$ cat config.mk
export PLATFORM = sky130hd
export DESIGN_NAME = dda_line_rasterizer_unit
export DESIGN_NICKNAME = d
export VERILOG_FILES = /design/src/rtl/dda_pkg.sv /design/src/rtl/dda_line_rasterizer_unit.sv /design/src/rtl/dda_front.sv /design/src/rtl/dda_div.sv /design/src/rtl/dda_back.sv
export SDC_FILE = /design/constraint.sdc
export NUM_CORES = 1
export LEC_CHECK = 0
export ABC_AREA = 1
export CORE_MARGIN = 2
export CORE_UTILIZATION = 43
export CTS_CLUSTER_SIZE = 40
export DETAILED_ROUTE_END_ITERATION = 16
export DONT_BUFFER_PORTS = 1
export SLEW_MARGIN = 20
export SYNTH_ARGS = -nofsm -noshare
export SYNTH_HDL_FRONTEND = slang
export SYNTH_SLANG_ARGS = --single-unit
export TNS_END_PERCENT = 20
$ cat constraint.sdc
create_clock -name clock -period 4.4 [get_ports clock]
set_input_delay 0 -clock clock [delete_from_list [all_inputs] [get_ports clock]]
set_output_delay 0 -clock clock [all_outputs]
set_load 0.02 [all_outputs]
$ cat src/rtl/dda_pkg.sv
// shared types and constants of the dda line rasterizer
// no dependencies; imported by every rasterizer module
`timescale 1ns / 1ps
`default_nettype none

package dda_pkg;

   // default geometry
   localparam int DDA_COORD_BITS  = 12;
   localparam int DDA_FRAC_BITS   = 16;
   // depth of the queue between front and back (power of two)
   localparam int DDA_QUEUE_DEPTH = 2;

   // item command codes
   localparam logic CMD_LOAD = 1'b0;
   localparam logic CMD_STEP = 1'b1;

   // classification of one queued item
   typedef struct packed {
      logic is_load;
      logic neg_x;
      logic neg_y;
   } dda_ctrl_type;

   // back end sequencer
   typedef enum logic {
      BACK_RUN,
      BACK_DIV
   } dda_back_state_type;

endpackage

`default_nettype wire

$ cat src/rtl/dda_line_rasterizer_unit.sv
// DDA line rasterizer. A load item (cmd 0) latches two endpoints and
// computes signed Q1.FRAC_BITS per-step increments by a two-lane bit-serial
// divider; it emits nothing. Each step item (cmd 1) emits the current
// position rounded half up and advances; a line of n steps gives n+1 pixels,
// the last flagged by rsp_last_pixel, and a step with no line gives nothing.
// Step items sustain one pixel per cycle through the output register while
// rsp_ready keeps it free. A load occupies the back end while the divider
// produces one quotient bit per cycle; a two-entry queue in front keeps
// accepting items meanwhile until it is full.
// Top level; depends on dda_pkg, dda_front, dda_back and dda_div.
`timescale 1ns / 1ps
`default_nettype none

module dda_line_rasterizer_unit import dda_pkg::*; #(
   parameter int COORD_BITS = DDA_COORD_BITS,
   parameter int FRAC_BITS  = DDA_FRAC_BITS
) (
   input  wire                      clock,
   input  wire                      reset,
   input  wire                      req_valid,
   output logic                     req_ready,
   input  wire                      req_cmd,
   input  wire  [COORD_BITS-1:0]    req_start_x,
   input  wire  [COORD_BITS-1:0]    req_start_y,
   input  wire  [COORD_BITS-1:0]    req_end_x,
   input  wire  [COORD_BITS-1:0]    req_end_y,
   output logic                     rsp_valid,
   input  wire                      rsp_ready,
   output logic [COORD_BITS-1:0]    rsp_pixel_x,
   output logic [COORD_BITS-1:0]    rsp_pixel_y,
   output logic                     rsp_last_pixel
);

   logic                  q_valid;
   dda_ctrl_type          q_ctrl;
   logic [COORD_BITS-1:0] q_x0;
   logic [COORD_BITS-1:0] q_y0;
   logic [COORD_BITS-1:0] q_adx;
   logic [COORD_BITS-1:0] q_ady;
   logic [COORD_BITS-1:0] q_steps;
   logic                  q_pop;

   // accept and classify
   dda_front #(
      .COORD_BITS (COORD_BITS)
   ) u_front (
      .clock       (clock),
      .reset       (reset),
      .req_valid   (req_valid),
      .req_ready   (req_ready),
      .req_cmd     (req_cmd),
      .req_start_x (req_start_x),
      .req_start_y (req_start_y),
      .req_end_x   (req_end_x),
      .req_end_y   (req_end_y),
      .q_valid     (q_valid),
      .q_ctrl      (q_ctrl),
      .q_x0        (q_x0),
      .q_y0        (q_y0),
      .q_adx       (q_adx),
      .q_ady       (q_ady),
      .q_steps     (q_steps),
      .q_pop       (q_pop)
   );

   // divide and step
   dda_back #(
      .COORD_BITS (COORD_BITS),
      .FRAC_BITS  (FRAC_BITS)
   ) u_back (
      .clock          (clock),
      .reset          (reset),
      .q_valid        (q_valid),
      .q_ctrl         (q_ctrl),
      .q_x0           (q_x0),
      .q_y0           (q_y0),
      .q_adx          (q_adx),
      .q_ady          (q_ady),
      .q_steps        (q_steps),
      .q_pop          (q_pop),
      .rsp_valid      (rsp_valid),
      .rsp_ready      (rsp_ready),
      .rsp_pixel_x    (rsp_pixel_x),
      .rsp_pixel_y    (rsp_pixel_y),
      .rsp_last_pixel (rsp_last_pixel)
   );

endmodule

`default_nettype wire

$ cat src/rtl/dda_front.sv
// front end: accepts items, classifies them and holds them in a short queue
// depends on dda_pkg
`timescale 1ns / 1ps
`default_nettype none

module dda_front import dda_pkg::*; #(
   parameter int COORD_BITS = DDA_COORD_BITS
) (
   input  wire                      clock,
   input  wire                      reset,
   input  wire                      req_valid,
   output logic                     req_ready,
   input  wire                      req_cmd,
   input  wire  [COORD_BITS-1:0]    req_start_x,
   input  wire  [COORD_BITS-1:0]    req_start_y,
   input  wire  [COORD_BITS-1:0]    req_end_x,
   input  wire  [COORD_BITS-1:0]    req_end_y,
   output logic                     q_valid,
   output dda_ctrl_type             q_ctrl,
   output logic [COORD_BITS-1:0]    q_x0,
   output logic [COORD_BITS-1:0]    q_y0,
   output logic [COORD_BITS-1:0]    q_adx,
   output logic [COORD_BITS-1:0]    q_ady,
   output logic [COORD_BITS-1:0]    q_steps,
   input  wire                      q_pop
);

   localparam int PTR_BITS = (DDA_QUEUE_DEPTH > 1) ? $clog2(DDA_QUEUE_DEPTH) : 1;
   localparam int CNT_BITS = $clog2(DDA_QUEUE_DEPTH + 1);
   localparam logic [PTR_BITS-1:0] PTR_LAST = PTR_BITS'(DDA_QUEUE_DEPTH - 1);
   localparam logic [CNT_BITS-1:0] CNT_FULL = CNT_BITS'(DDA_QUEUE_DEPTH);

   dda_ctrl_type          ctrl_ff  [DDA_QUEUE_DEPTH];
   logic [COORD_BITS-1:0] x0_ff    [DDA_QUEUE_DEPTH];
   logic [COORD_BITS-1:0] y0_ff    [DDA_QUEUE_DEPTH];
   logic [COORD_BITS-1:0] adx_ff   [DDA_QUEUE_DEPTH];
   logic [COORD_BITS-1:0] ady_ff   [DDA_QUEUE_DEPTH];
   logic [COORD_BITS-1:0] steps_ff [DDA_QUEUE_DEPTH];

   logic [PTR_BITS-1:0]   wr_ptr_ff, wr_ptr_in;
   logic [PTR_BITS-1:0]   rd_ptr_ff, rd_ptr_in;
   logic [CNT_BITS-1:0]   count_ff, count_in;

   dda_ctrl_type          entry_ctrl_in;
   logic [COORD_BITS-1:0] entry_adx_in;
   logic [COORD_BITS-1:0] entry_ady_in;
   logic [COORD_BITS-1:0] entry_steps_in;
   logic                  push;

   // classify: load direction, span per axis and step count
   always_comb begin
      entry_ctrl_in.is_load = (req_cmd == CMD_LOAD);
      entry_ctrl_in.neg_x   = (req_end_x < req_start_x);
      entry_ctrl_in.neg_y   = (req_end_y < req_start_y);
      entry_adx_in   = entry_ctrl_in.neg_x ? (req_start_x - req_end_x)
                                           : (req_end_x - req_start_x);
      entry_ady_in   = entry_ctrl_in.neg_y ? (req_start_y - req_end_y)
                                           : (req_end_y - req_start_y);
      entry_steps_in = (entry_adx_in > entry_ady_in) ? entry_adx_in : entry_ady_in;
   end

   // queue pointers and fill count
   always_comb begin
      req_ready = (count_ff != CNT_FULL);
      push      = req_valid && req_ready;
      wr_ptr_in = wr_ptr_ff;
      rd_ptr_in = rd_ptr_ff;
      count_in  = count_ff;
      if (push) begin
         wr_ptr_in = (wr_ptr_ff == PTR_LAST) ? '0 : wr_ptr_ff + PTR_BITS'(1);
      end
      if (q_pop) begin
         rd_ptr_in = (rd_ptr_ff == PTR_LAST) ? '0 : rd_ptr_ff + PTR_BITS'(1);
      end
      case ({push, q_pop})
         2'b10:   count_in = count_ff + CNT_BITS'(1);
         2'b01:   count_in = count_ff - CNT_BITS'(1);
         default: count_in = count_ff;
      endcase
   end

   always_ff @(posedge clock) begin
      if (reset) begin
         wr_ptr_ff <= '0;
         rd_ptr_ff <= '0;
         count_ff  <= '0;
      end else begin
         wr_ptr_ff <= wr_ptr_in;
         rd_ptr_ff <= rd_ptr_in;
         count_ff  <= count_in;
      end
   end

   // queue entries
   always_ff @(posedge clock) begin
      if (push) begin
         ctrl_ff[wr_ptr_ff]  <= entry_ctrl_in;
         x0_ff[wr_ptr_ff]    <= req_start_x;
         y0_ff[wr_ptr_ff]    <= req_start_y;
         adx_ff[wr_ptr_ff]   <= entry_adx_in;
         ady_ff[wr_ptr_ff]   <= entry_ady_in;
         steps_ff[wr_ptr_ff] <= entry_steps_in;
      end
   end

   // head of queue
   assign q_valid = (count_ff != '0);
   assign q_ctrl  = ctrl_ff[rd_ptr_ff];
   assign q_x0    = x0_ff[rd_ptr_ff];
   assign q_y0    = y0_ff[rd_ptr_ff];
   assign q_adx   = adx_ff[rd_ptr_ff];
   assign q_ady   = ady_ff[rd_ptr_ff];
   assign q_steps = steps_ff[rd_ptr_ff];

endmodule

`default_nettype wire

$ cat src/rtl/dda_div.sv
// two-lane restoring divider, one quotient bit per cycle per lane
// depends on dda_pkg
`timescale 1ns / 1ps
`default_nettype none

module dda_div import dda_pkg::*; #(
   parameter int COORD_BITS = DDA_COORD_BITS,
   parameter int FRAC_BITS  = DDA_FRAC_BITS
) (
   input  wire                    clock,
   input  wire                    reset,
   input  wire                    start,
   input  wire  [COORD_BITS-1:0]  dividend_x,
   input  wire  [COORD_BITS-1:0]  dividend_y,
   input  wire  [COORD_BITS-1:0]  divisor,
   output logic                   done,
   output logic [FRAC_BITS:0]     quot_x,
   output logic [FRAC_BITS:0]     quot_y
);

   // quotient carries one integer bit and FRAC_BITS fraction bits
   localparam int QUOT_BITS = FRAC_BITS + 1;
   localparam int CNT_BITS  = $clog2(QUOT_BITS + 1);

   logic                  busy_ff, busy_in;
   logic                  done_ff, done_in;
   logic [CNT_BITS-1:0]   cnt_ff, cnt_in;
   logic [COORD_BITS-1:0] divisor_ff, divisor_in;
   logic [COORD_BITS:0]   rem_x_ff, rem_x_in;
   logic [COORD_BITS:0]   rem_y_ff, rem_y_in;
   logic [QUOT_BITS-1:0]  quot_x_ff, quot_x_in;
   logic [QUOT_BITS-1:0]  quot_y_ff, quot_y_in;

   logic                  ge_x, ge_y;
   logic [COORD_BITS:0]   diff_x, diff_y;

   // one trial subtract per lane; the remainder stays below the divisor
   always_comb begin
      ge_x   = (rem_x_ff >= {1'b0, divisor_ff});
      ge_y   = (rem_y_ff >= {1'b0, divisor_ff});
      diff_x = ge_x ? (rem_x_ff - {1'b0, divisor_ff}) : rem_x_ff;
      diff_y = ge_y ? (rem_y_ff - {1'b0, divisor_ff}) : rem_y_ff;

      busy_in    = busy_ff;
      done_in    = 1'b0;
      cnt_in     = cnt_ff;
      divisor_in = divisor_ff;
      rem_x_in   = rem_x_ff;
      rem_y_in   = rem_y_ff;
      quot_x_in  = quot_x_ff;
      quot_y_in  = quot_y_ff;

      if (start) begin
         busy_in    = 1'b1;
         cnt_in     = CNT_BITS'(QUOT_BITS);
         divisor_in = divisor;
         rem_x_in   = {1'b0, dividend_x};
         rem_y_in   = {1'b0, dividend_y};
         quot_x_in  = '0;
         quot_y_in  = '0;
      end else if (busy_ff) begin
         rem_x_in  = {diff_x[COORD_BITS-1:0], 1'b0};
         rem_y_in  = {diff_y[COORD_BITS-1:0], 1'b0};
         quot_x_in = {quot_x_ff[QUOT_BITS-2:0], ge_x};
         quot_y_in = {quot_y_ff[QUOT_BITS-2:0], ge_y};
         cnt_in    = cnt_ff - CNT_BITS'(1);
         if (cnt_ff == CNT_BITS'(1)) begin
            busy_in = 1'b0;
            done_in = 1'b1;
         end
      end
   end

   always_ff @(posedge clock) begin
      if (reset) begin
         busy_ff <= 1'b0;
         done_ff <= 1'b0;
         cnt_ff  <= '0;
      end else begin
         busy_ff <= busy_in;
         done_ff <= done_in;
         cnt_ff  <= cnt_in;
      end
   end

   always_ff @(posedge clock) begin
      divisor_ff <= divisor_in;
      rem_x_ff   <= rem_x_in;
      rem_y_ff   <= rem_y_in;
      quot_x_ff  <= quot_x_in;
      quot_y_ff  <= quot_y_in;
   end

   assign done   = done_ff;
   assign quot_x = quot_x_ff;
   assign quot_y = quot_y_ff;

endmodule

`default_nettype wire

$ cat src/rtl/dda_back.sv
// back end: runs loads through the divider and steps the accumulators
// depends on dda_pkg and dda_div
`timescale 1ns / 1ps
`default_nettype none

module dda_back import dda_pkg::*; #(
   parameter int COORD_BITS = DDA_COORD_BITS,
   parameter int FRAC_BITS  = DDA_FRAC_BITS
) (
   input  wire                      clock,
   input  wire                      reset,
   input  wire                      q_valid,
   input  dda_ctrl_type             q_ctrl,
   input  wire  [COORD_BITS-1:0]    q_x0,
   input  wire  [COORD_BITS-1:0]    q_y0,
   input  wire  [COORD_BITS-1:0]    q_adx,
   input  wire  [COORD_BITS-1:0]    q_ady,
   input  wire  [COORD_BITS-1:0]    q_steps,
   output logic                     q_pop,
   output logic                     rsp_valid,
   input  wire                      rsp_ready,
   output logic [COORD_BITS-1:0]    rsp_pixel_x,
   output logic [COORD_BITS-1:0]    rsp_pixel_y,
   output logic                     rsp_last_pixel
);

   localparam int ACC_BITS  = COORD_BITS + FRAC_BITS;
   localparam int INC_BITS  = FRAC_BITS + 2;
   localparam int LEFT_BITS = COORD_BITS + 1;
   localparam logic [ACC_BITS-1:0] ROUND_HALF = ACC_BITS'(1) << (FRAC_BITS - 1);

   dda_back_state_type    state_ff, state_in;
   logic [ACC_BITS-1:0]   acc_x_ff, acc_x_in;
   logic [ACC_BITS-1:0]   acc_y_ff, acc_y_in;
   logic [INC_BITS-1:0]   inc_x_ff, inc_x_in;
   logic [INC_BITS-1:0]   inc_y_ff, inc_y_in;
   logic [LEFT_BITS-1:0]  left_ff, left_in;
   dda_ctrl_type          ctrl_ff, ctrl_in;
   logic [COORD_BITS-1:0] start_x_ff, start_x_in;
   logic [COORD_BITS-1:0] start_y_ff, start_y_in;
   logic [COORD_BITS-1:0] steps_ff, steps_in;
   logic                  rsp_valid_ff, rsp_valid_in;
   logic [COORD_BITS-1:0] pixel_x_ff, pixel_x_in;
   logic [COORD_BITS-1:0] pixel_y_ff, pixel_y_in;
   logic                  last_ff, last_in;

   logic                  div_start;
   logic                  div_done;
   logic [FRAC_BITS:0]    div_quot_x;
   logic [FRAC_BITS:0]    div_quot_y;
   logic [ACC_BITS-1:0]   round_x, round_y;
   logic [ACC_BITS-1:0]   inc_ext_x, inc_ext_y;
   logic                  out_free;

   dda_div #(
      .COORD_BITS (COORD_BITS),
      .FRAC_BITS  (FRAC_BITS)
   ) u_div (
      .clock      (clock),
      .reset      (reset),
      .start      (div_start),
      .dividend_x (q_adx),
      .dividend_y (q_ady),
      .divisor    (q_steps),
      .done       (div_done),
      .quot_x     (div_quot_x),
      .quot_y     (div_quot_y)
   );

   // rounded position and sign-extended increments
   always_comb begin
      round_x   = acc_x_ff + ROUND_HALF;
      round_y   = acc_y_ff + ROUND_HALF;
      inc_ext_x = {{(ACC_BITS - INC_BITS){inc_x_ff[INC_BITS-1]}}, inc_x_ff};
      inc_ext_y = {{(ACC_BITS - INC_BITS){inc_y_ff[INC_BITS-1]}}, inc_y_ff};
      out_free  = !rsp_valid_ff || rsp_ready;
   end

   // sequencer: take queued items, divide on load, emit on step, drop a step with no line
   always_comb begin
      state_in     = state_ff;
      acc_x_in     = acc_x_ff;
      acc_y_in     = acc_y_ff;
      inc_x_in     = inc_x_ff;
      inc_y_in     = inc_y_ff;
      left_in      = left_ff;
      ctrl_in      = ctrl_ff;
      start_x_in   = start_x_ff;
      start_y_in   = start_y_ff;
      steps_in     = steps_ff;
      pixel_x_in   = pixel_x_ff;
      pixel_y_in   = pixel_y_ff;
      last_in      = last_ff;
      rsp_valid_in = rsp_valid_ff && !rsp_ready;
      q_pop        = 1'b0;
      div_start    = 1'b0;

      case (state_ff)
         BACK_RUN: begin
            if (q_valid) begin
               if (q_ctrl.is_load) begin
                  q_pop      = 1'b1;
                  div_start  = 1'b1;
                  ctrl_in    = q_ctrl;
                  start_x_in = q_x0;
                  start_y_in = q_y0;
                  steps_in   = q_steps;
                  state_in   = BACK_DIV;
               end else if (left_ff == '0) begin
                  // step with no line in progress: dropped
                  q_pop = 1'b1;
               end else if (out_free) begin
                  q_pop        = 1'b1;
                  rsp_valid_in = 1'b1;
                  pixel_x_in   = round_x[ACC_BITS-1:FRAC_BITS];
                  pixel_y_in   = round_y[ACC_BITS-1:FRAC_BITS];
                  last_in      = (left_ff == LEFT_BITS'(1));
                  acc_x_in     = acc_x_ff + inc_ext_x;
                  acc_y_in     = acc_y_ff + inc_ext_y;
                  left_in      = left_ff - LEFT_BITS'(1);
               end
            end
         end
         BACK_DIV: begin
            if (div_done) begin
               if (steps_ff == '0) begin
                  // zero-length line: no motion, one pixel
                  inc_x_in = '0;
                  inc_y_in = '0;
               end else begin
                  inc_x_in = ctrl_ff.neg_x ? (INC_BITS'(0) - {1'b0, div_quot_x})
                                           : {1'b0, div_quot_x};
                  inc_y_in = ctrl_ff.neg_y ? (INC_BITS'(0) - {1'b0, div_quot_y})
                                           : {1'b0, div_quot_y};
               end
               acc_x_in = {start_x_ff, FRAC_BITS'(0)};
               acc_y_in = {start_y_ff, FRAC_BITS'(0)};
               left_in  = LEFT_BITS'(steps_ff) + LEFT_BITS'(1);
               state_in = BACK_RUN;
            end
         end
         default: state_in = BACK_RUN;
      endcase
   end

   always_ff @(posedge clock) begin
      if (reset) begin
         state_ff     <= BACK_RUN;
         left_ff      <= '0;
         rsp_valid_ff <= 1'b0;
         acc_x_ff     <= '0;
         acc_y_ff     <= '0;
         inc_x_ff     <= '0;
         inc_y_ff     <= '0;
      end else begin
         state_ff     <= state_in;
         left_ff      <= left_in;
         rsp_valid_ff <= rsp_valid_in;
         acc_x_ff     <= acc_x_in;
         acc_y_ff     <= acc_y_in;
         inc_x_ff     <= inc_x_in;
         inc_y_ff     <= inc_y_in;
      end
   end

   always_ff @(posedge clock) begin
      ctrl_ff    <= ctrl_in;
      start_x_ff <= start_x_in;
      start_y_ff <= start_y_in;
      steps_ff   <= steps_in;
      pixel_x_ff <= pixel_x_in;
      pixel_y_ff <= pixel_y_in;
      last_ff    <= last_in;
   end

   assign rsp_valid      = rsp_valid_ff;
   assign rsp_pixel_x    = pixel_x_ff;
   assign rsp_pixel_y    = pixel_y_ff;
   assign rsp_last_pixel = last_ff;

endmodule

`default_nettype wire

# After elaboration in Yosys (flattened, before gate mapping)
# Memory sizes are Yosys's and may differ from the RTL's. A register that Yosys moved wholly into a read port is not among the register bits.
# Cells that the tools add are included.
dict set report op_classes {
  n_reduce_logical 16
  shifts 0
  addsub 19
  n_eq_ne 10
  multipliers 0
  bitwise_logic 5
  magnitude_cmp 5
  n_mux 65
  div 0
}
# operator count
set op_table {}
lappend op_table {{$mux W28} 10}
lappend op_table {{$pmux W28 S2} 2}
lappend op_table {{$mux W12} 9}
lappend op_table {{$mux W18} 4}
lappend op_table {{$sub A12 B12 Y12} 6}
lappend op_table {{$mux W13} 5}
lappend op_table {{$add A28 B16 Y28 const B} 2}
lappend op_table {{$add A28 B28 Y28} 2}
lappend op_table {{$sub A1 B17 Y18 const A} 2}
lappend op_table {{$mux W1} 30}
lappend op_table {{$ge A13 B12 Y1} 2}
lappend op_table {{$pmux W13 S2} 1}
lappend op_table {{$lt A12 B12 Y1} 2}
lappend op_table {{$add A12 B1 Y13 const B} 1}
lappend op_table {{$eq A13 B1 Y1 const B} 1}
lappend op_table {{$logic_not A13 Y1} 1}
lappend op_table {{$sub A13 B1 Y13 const B} 1}
lappend op_table {{$gt A12 B12 Y1} 1}
lappend op_table {{$logic_not A12 Y1} 1}
lappend op_table {{$mux W5} 2}
lappend op_table {{$ne A2 B2 Y1 const B} 5}
lappend op_table {{$reduce_and A5 Y1} 2}
lappend op_table {{$reduce_bool A2 Y1} 3}
lappend op_table {{$eq A5 B1 Y1 const B} 1}
lappend op_table {{17 further kinds} 24}
dict set report word_totals {
  output_inout_bits 27
  elab_cells 153
  mem_bits_ro 0
  latchBits 0
  ram_bits 126
  register_bits 229
  mem_count 6
}
# memory depth width rd rd_ports_with_merged_regs write_ports line
set memory_table {}
lappend memory_table {u_front.adx_ff 2 12 1 1 1 dda_front.sv:36} ;# logic [COORD_BITS-1:0] adx_ff [DDA_QUEUE_DEPTH];
lappend memory_table {u_front.ady_ff 2 12 1 1 1 dda_front.sv:37} ;# logic [COORD_BITS-1:0] ady_ff [DDA_QUEUE_DEPTH];
lappend memory_table {u_front.steps_ff 2 12 1 1 1 dda_front.sv:38} ;# logic [COORD_BITS-1:0] steps_ff [DDA_QUEUE_DEPTH];
lappend memory_table {u_front.x0_ff 2 12 1 1 1 dda_front.sv:34} ;# logic [COORD_BITS-1:0] x0_ff [DDA_QUEUE_DEPTH];
lappend memory_table {u_front.y0_ff 2 12 1 1 1 dda_front.sv:35} ;# logic [COORD_BITS-1:0] y0_ff [DDA_QUEUE_DEPTH];
lappend memory_table {u_front.ctrl_ff 2 3 1 1 1 dda_front.sv:33} ;# dda_ctrl_type ctrl_ff [DDA_QUEUE_DEPTH];

# Logic depth before layout (Yosys ltp)
dict set report logic_depth {
  ltp_word 9
  depth_mapped 26
  depth_no_buf 24
}

# Modules after synthesis
# Synthesis repeated with hierarchy kept, for this count alone.
dict set report hier_totals {
  hier_cells 3359
  area_unflattened_um2 24926.4
}
# mod area_each_um2 n_inst cells_per_inst
set modules_own_cells {}
lappend modules_own_cells {dda_back 11999.0 1 1861}
lappend modules_own_cells {dda_front 8231.6 1 871}
lappend modules_own_cells {dda_div 4695.8 1 627}

# Worst setup path after synthesis
# OpenSTA, ideal clock, no wires.
dict set report synth_timing {
  kind {register to register}
  start {reg u_front.count_ff[0]}
  end {mem u_front.adx_ff[1][0] (netlist bit) (enable)}
  stages_incl_launch_ff 5
  required_ns 3.914
  arrival_ns 3.406
  setup_time_ns 0.486
  slack_ns 0.508
  n_path_buf 0
  path_cell_list {dfxtp_1 -> inv_1 -> nand2_1 -> nand2_1 -> nor2_1}
}
dict set report synth_via {
  elab_chain_len 4
}
# element line
set synth_lines {}
lappend synth_lines {{start, declared} dda_front.sv:42} ;# logic [CNT_BITS-1:0] count_ff, count_in;
lappend synth_lines {{start signal, assigned} dda_front.sv:90} ;# count_ff <= count_in;
lappend synth_lines {{$ne A2 B2 Y1} dda_front.sv:64} ;# req_ready = (count_ff != CNT_FULL);
lappend synth_lines {{named net req_ready} dda_line_rasterizer_unit.sv:21} ;# output logic req_ready,
lappend synth_lines {{$logic_and A1 B1 Y1} dda_front.sv:65} ;# push = req_valid && req_ready;
lappend synth_lines {{$mux W1} dda_front.sv:96} ;# if (push) begin
lappend synth_lines {{$mux W1 (implied by the code)} dda_front.sv:100} ;# adx_ff[wr_ptr_ff] <= entry_adx_in;
lappend synth_lines {{end, declared} dda_front.sv:36}
# The timed path passes the listed nets, and every way through them passes these cells.

# Final worst setup path
dict set report layout_timing {
  start {in req_end_y[11]}
  end {mem u_front.steps_ff[1][10] (netlist bit), data pin}
}
dict set report layout_via {
  elab_chain_len 4
  word_cells_on_any_way 6
}
# element line
set layout_lines {}
lappend layout_lines {{start, declared} dda_line_rasterizer_unit.sv:26} ;# input wire [COORD_BITS-1:0] req_end_y,
lappend layout_lines {{$lt A12 B12 Y1} dda_front.sv:54} ;# entry_ctrl_in.neg_y = (req_end_y < req_start_y);
lappend layout_lines {{$mux W12} dda_front.sv:57} ;# entry_ady_in = entry_ctrl_in.neg_y ? (req_start_y - req_end_y)
lappend layout_lines {{named net u_front.entry_ady_in[2]} dda_front.sv:46} ;# logic [COORD_BITS-1:0] entry_ady_in;
lappend layout_lines {{$gt A12 B12 Y1} dda_front.sv:59} ;# entry_steps_in = (entry_adx_in > entry_ady_in) ? entry_adx_in : entry_ady_in;
lappend layout_lines {{$mux W12} dda_front.sv:59}
lappend layout_lines {{named net u_front.entry_steps_in[10]} dda_front.sv:47} ;# logic [COORD_BITS-1:0] entry_steps_in;
lappend layout_lines {{end, declared} dda_front.sv:38}
# The timed path passes the listed nets, and every way through them passes these cells.

==> out/qor.csv <==
metric,value,unit
CP Launch Type,input port,
vias in the first global route,19750,
WL per Instance,16.44,um
Tot GR Track Use,0.2283,
Worst EP required,4.72,ns
FF/Latch Area,9861,um^2
Max Fclk,266.3,MHz
switching part of the total,0.4180,
worst-margin pin slew,0.9897,ns
max_cap viols,0,
DRC viols,0,
worst clock skew,0.01671,ns
global-route wire length before repair,103800,um
critical path class,in -> reg,
CTS tree,yes,
Initial Util,0.4329,
Critical path buffers and inverters,6,
multi-input logic area,11790,um^2
routability congestion estimate from global placement,0.9379,
# Post-CTS Setup Buffers,0,
P per Cell Area,604.2,nW/um^2
Tmin final,3.755,ns
Via density,5.203,
multiplexer share of the synthesized area,0,
CP max stage delay,0.56,ns
area grow syn2layout,10.18,%
initial antenna violation count,2,
peak supply drop,0.3221,mV
setup_tns,0,ns
CTS buffer count,45,
initial DRC count,1574,
total power,0.01582,W
"commonest non-fill, non-tap cells in the layout","nand2_1, inv_1, a21oi_1, edfxtp_1",
Synth area leader,edfxtp_1,
clk buf depth,3,
NumNets Final,3419,
max-slew violation count,0,
clk_lat worst skew,0.58,ns
Post-Route WL,64950,um
status,completed,
Slew HR,0.3394,
layout cell share with drive strength beyond 1,0.04281,
Final ANT Viol Nets,0,
#FFs+latches synth,380,
RSZ-0062 raised after global routing,no,
endpoint class of the critical path,flop,
root buffer cell,clkbuf_16,
share of the synthesized area in the top cell type,0.2844,
die area,57150,um^2
Post-synth EDFFs,225,
Post-DP HPWL,48920,um
largest net degree at the start of global routing,68,
sequential share of the synthesized area,0.4150,
Critical Path Fanout Max,13,
grt ovf,0,
Buffers on Ports,0,
die height,239.1,um
synth unique cells,51,
Worst-path clk slew,0.06,ns
most common flop cell mapped by yosys,edfxtp_1,
"most common cell after layout, fill and taps aside",nand2_1,
Synth warnings,0,
CTS H-tree depth,2,
Post-Synth Adder-Cell Area,0.08415,
Flop pwr share,0.356,
worst hold path type,in -> reg,
switching power,0.006611,W
Mapped Cells,3197,
Clock power frac,0.232,
"most used cell, CP",nand2_1,
Critical Path AT,4.08,ns
main combinational cell family by area after synthesis,simple AND/OR/NAND/NOR gates,
Final Setup Violations,0,
row cnt,86,
DRT Pass-1 Iters,9,
Post-synth ARST share,0,
Comb power frac,0.413,
"Critical Path, Cell by Cell","dlygate4sd3_1, ha_1, inv_1, nor3_1, nor2_1, nand2_1, dlygate4sd3_1, a21oi_2, nand3_1, nand2_2, inv_1, ha_1, nand2_1, inv_1, o21ai_0, nand2_1, nand2_1, nand4_1, o21ai_1, inv_1, nand3_1, nand2_1",
io pins,80,
Fill cells,5474,
Syn Std Cell Area,23760,um^2
leak pwr,12.21,nW
Synth Area in Simple Gates,0.2730,
placeable core area,54880,um^2
Mapped Avg Cell Area,7.432,um^2
internal power,0.009204,W
ranking of synthesized cells by area,"edfxtp_1, nand2_1, dfxtp_1",
Finished Layout Cells,3952,
vias,20560,
slowest CP cell,dlygate4sd3_1,
post-synthesis xor/xnor area fraction,0.03097,
Syn Nets,3405,
placed cells,3832,
Fin. Hold Viols,0,
Crit path max-delay family,buffers and inverters,
die width,239.1,um
CTS Sinks,380,
Final period util,0.8534,
area fraction in compound gates after synthesis,0.1075,
## power groups by stage
| stage | logic (W) | clock network [W] | registers [W] |
|---|---|---|---|
| floorplan | 0.00501 | 0 | 0.00550 |
| finish | 0.00653 | 0.00366 | 0.00563 |
| global route | 0.00742 | 0.00391 | 0.00572 |
| CTS | 0.00654 | 0.00375 | 0.00562 |
| detailed placement | 0.00646 | 0 | 0.00569 |
| global placement | 0.00635 | 0 | 0.00567 |
## timing repair
action | CTS | global route
gates resized for setup | 0 | 1
endpoints found under the setup margin | 0 | 18
hold buffers | 36 | 0
hold endpoints to repair | 173 | 0
## metal layers
layer,track usage,vias to the layer above,part of all wire
li1,-,10420,-
met1,0.2949,9550,0.44
met2,0.3922,473,0.48
met3,0.03568,116,0.048
met4,0.07008,2,0.030
met5,0,-,0.00017
## sequential cells by signal (all words and copies together) (netlist names), 13 cells and up, named ones only
signal,cells
u_back.inc_y_ff,18
u_front.ady_ff,24
u_front.steps_ff,24
u_back.u_div.rem_y_ff,13
u_back.u_div.rem_x_ff,13
u_front.x0_ff,24
u_back.left_ff,13
u_back.u_div.quot_y,17
u_back.inc_x_ff,18
u_front.adx_ff,24
u_front.y0_ff,24
u_back.acc_y_ff,28
u_back.u_div.quot_x,17
u_back.acc_x_ff,28
## path summary, 6_finish.rpt
check | slack (ns) | startpoint | depth (start not counted) | endpoint
worst max-delay path | 0.65 | req_end_y[11] | 22 | u_front.steps_ff[1][10]$_DFFE_PP_
worst min-delay path | 0.05 | req_start_x[0] | 3 | u_front.adx_ff[1][0]$_DFFE_PP_
worst max register to register | 1.11 | u_back.state_ff$_SDFF_PP0_ | 9 | u_back.inc_y_ff[7]$_SDFFE_PP0P_
worst min register to register | 0.46 | u_back.u_div.cnt_ff[1]$_SDFFE_PP0P_ | 2 | u_back.u_div.cnt_ff[1]$_SDFFE_PP0P_
## cells in the mapped netlist, types with 32 or more instances
| cell | number |
|---|---|
| a21oi_1 | 238 |
| clkbuf_1 | 40 |
| dfxtp_1 | 155 |
| edfxtp_1 | 225 |
| ha_1 | 147 |
| inv_1 | 432 |
| nand2_1 | 1037 |
| nand3_1 | 215 |
| nand4_1 | 43 |
| nor2_1 | 217 |
| o21ai_0 | 103 |
| o21ai_1 | 48 |
| o22ai_1 | 32 |
| xor2_1 | 58 |
## cells by family after synthesis
group / Yosys count
buffers and inverters: 530
AO/OA/AOI/OAI: 471
flip-flops: 380
XOR/XNOR: 84
adder cells (fa/ha/maj): 155
AND/OR/NAND/NOR: 1577
## area by class of cell
type	count	area share
Antenna cell	1	0.00009559
Clock buffer	66	0.05105
Clock inverter	17	0.005162
Inverter	445	0.06390
Multi-Input combinational cell	2287	0.4504
Sequential cell	380	0.3767
Tap cell	704	0.03365
Timing Repair Buffer	52	0.01902
## through the flow
stage	setup WS [ns]	util	hold WS (ns)	instance area, um^2
finish	0.6450	0.4770	0.05162	26180
global route	0.2031	0.4770	0.02472	26180
CTS	0.4261	0.4769	0.04155	26170
detailed placement	0.5900	0.4433	0.07855	24320
global placement	0.5746	0.4433	0.07661	24320
floorplan	0.5081	-	0.09887	23760
## worst min-delay path, cell delays in order
cell   delay, ns
inv_1       0.04
ha_1        0.35
inv_1       0.12
Note: power is estimated with default switching activity, not from simulation.
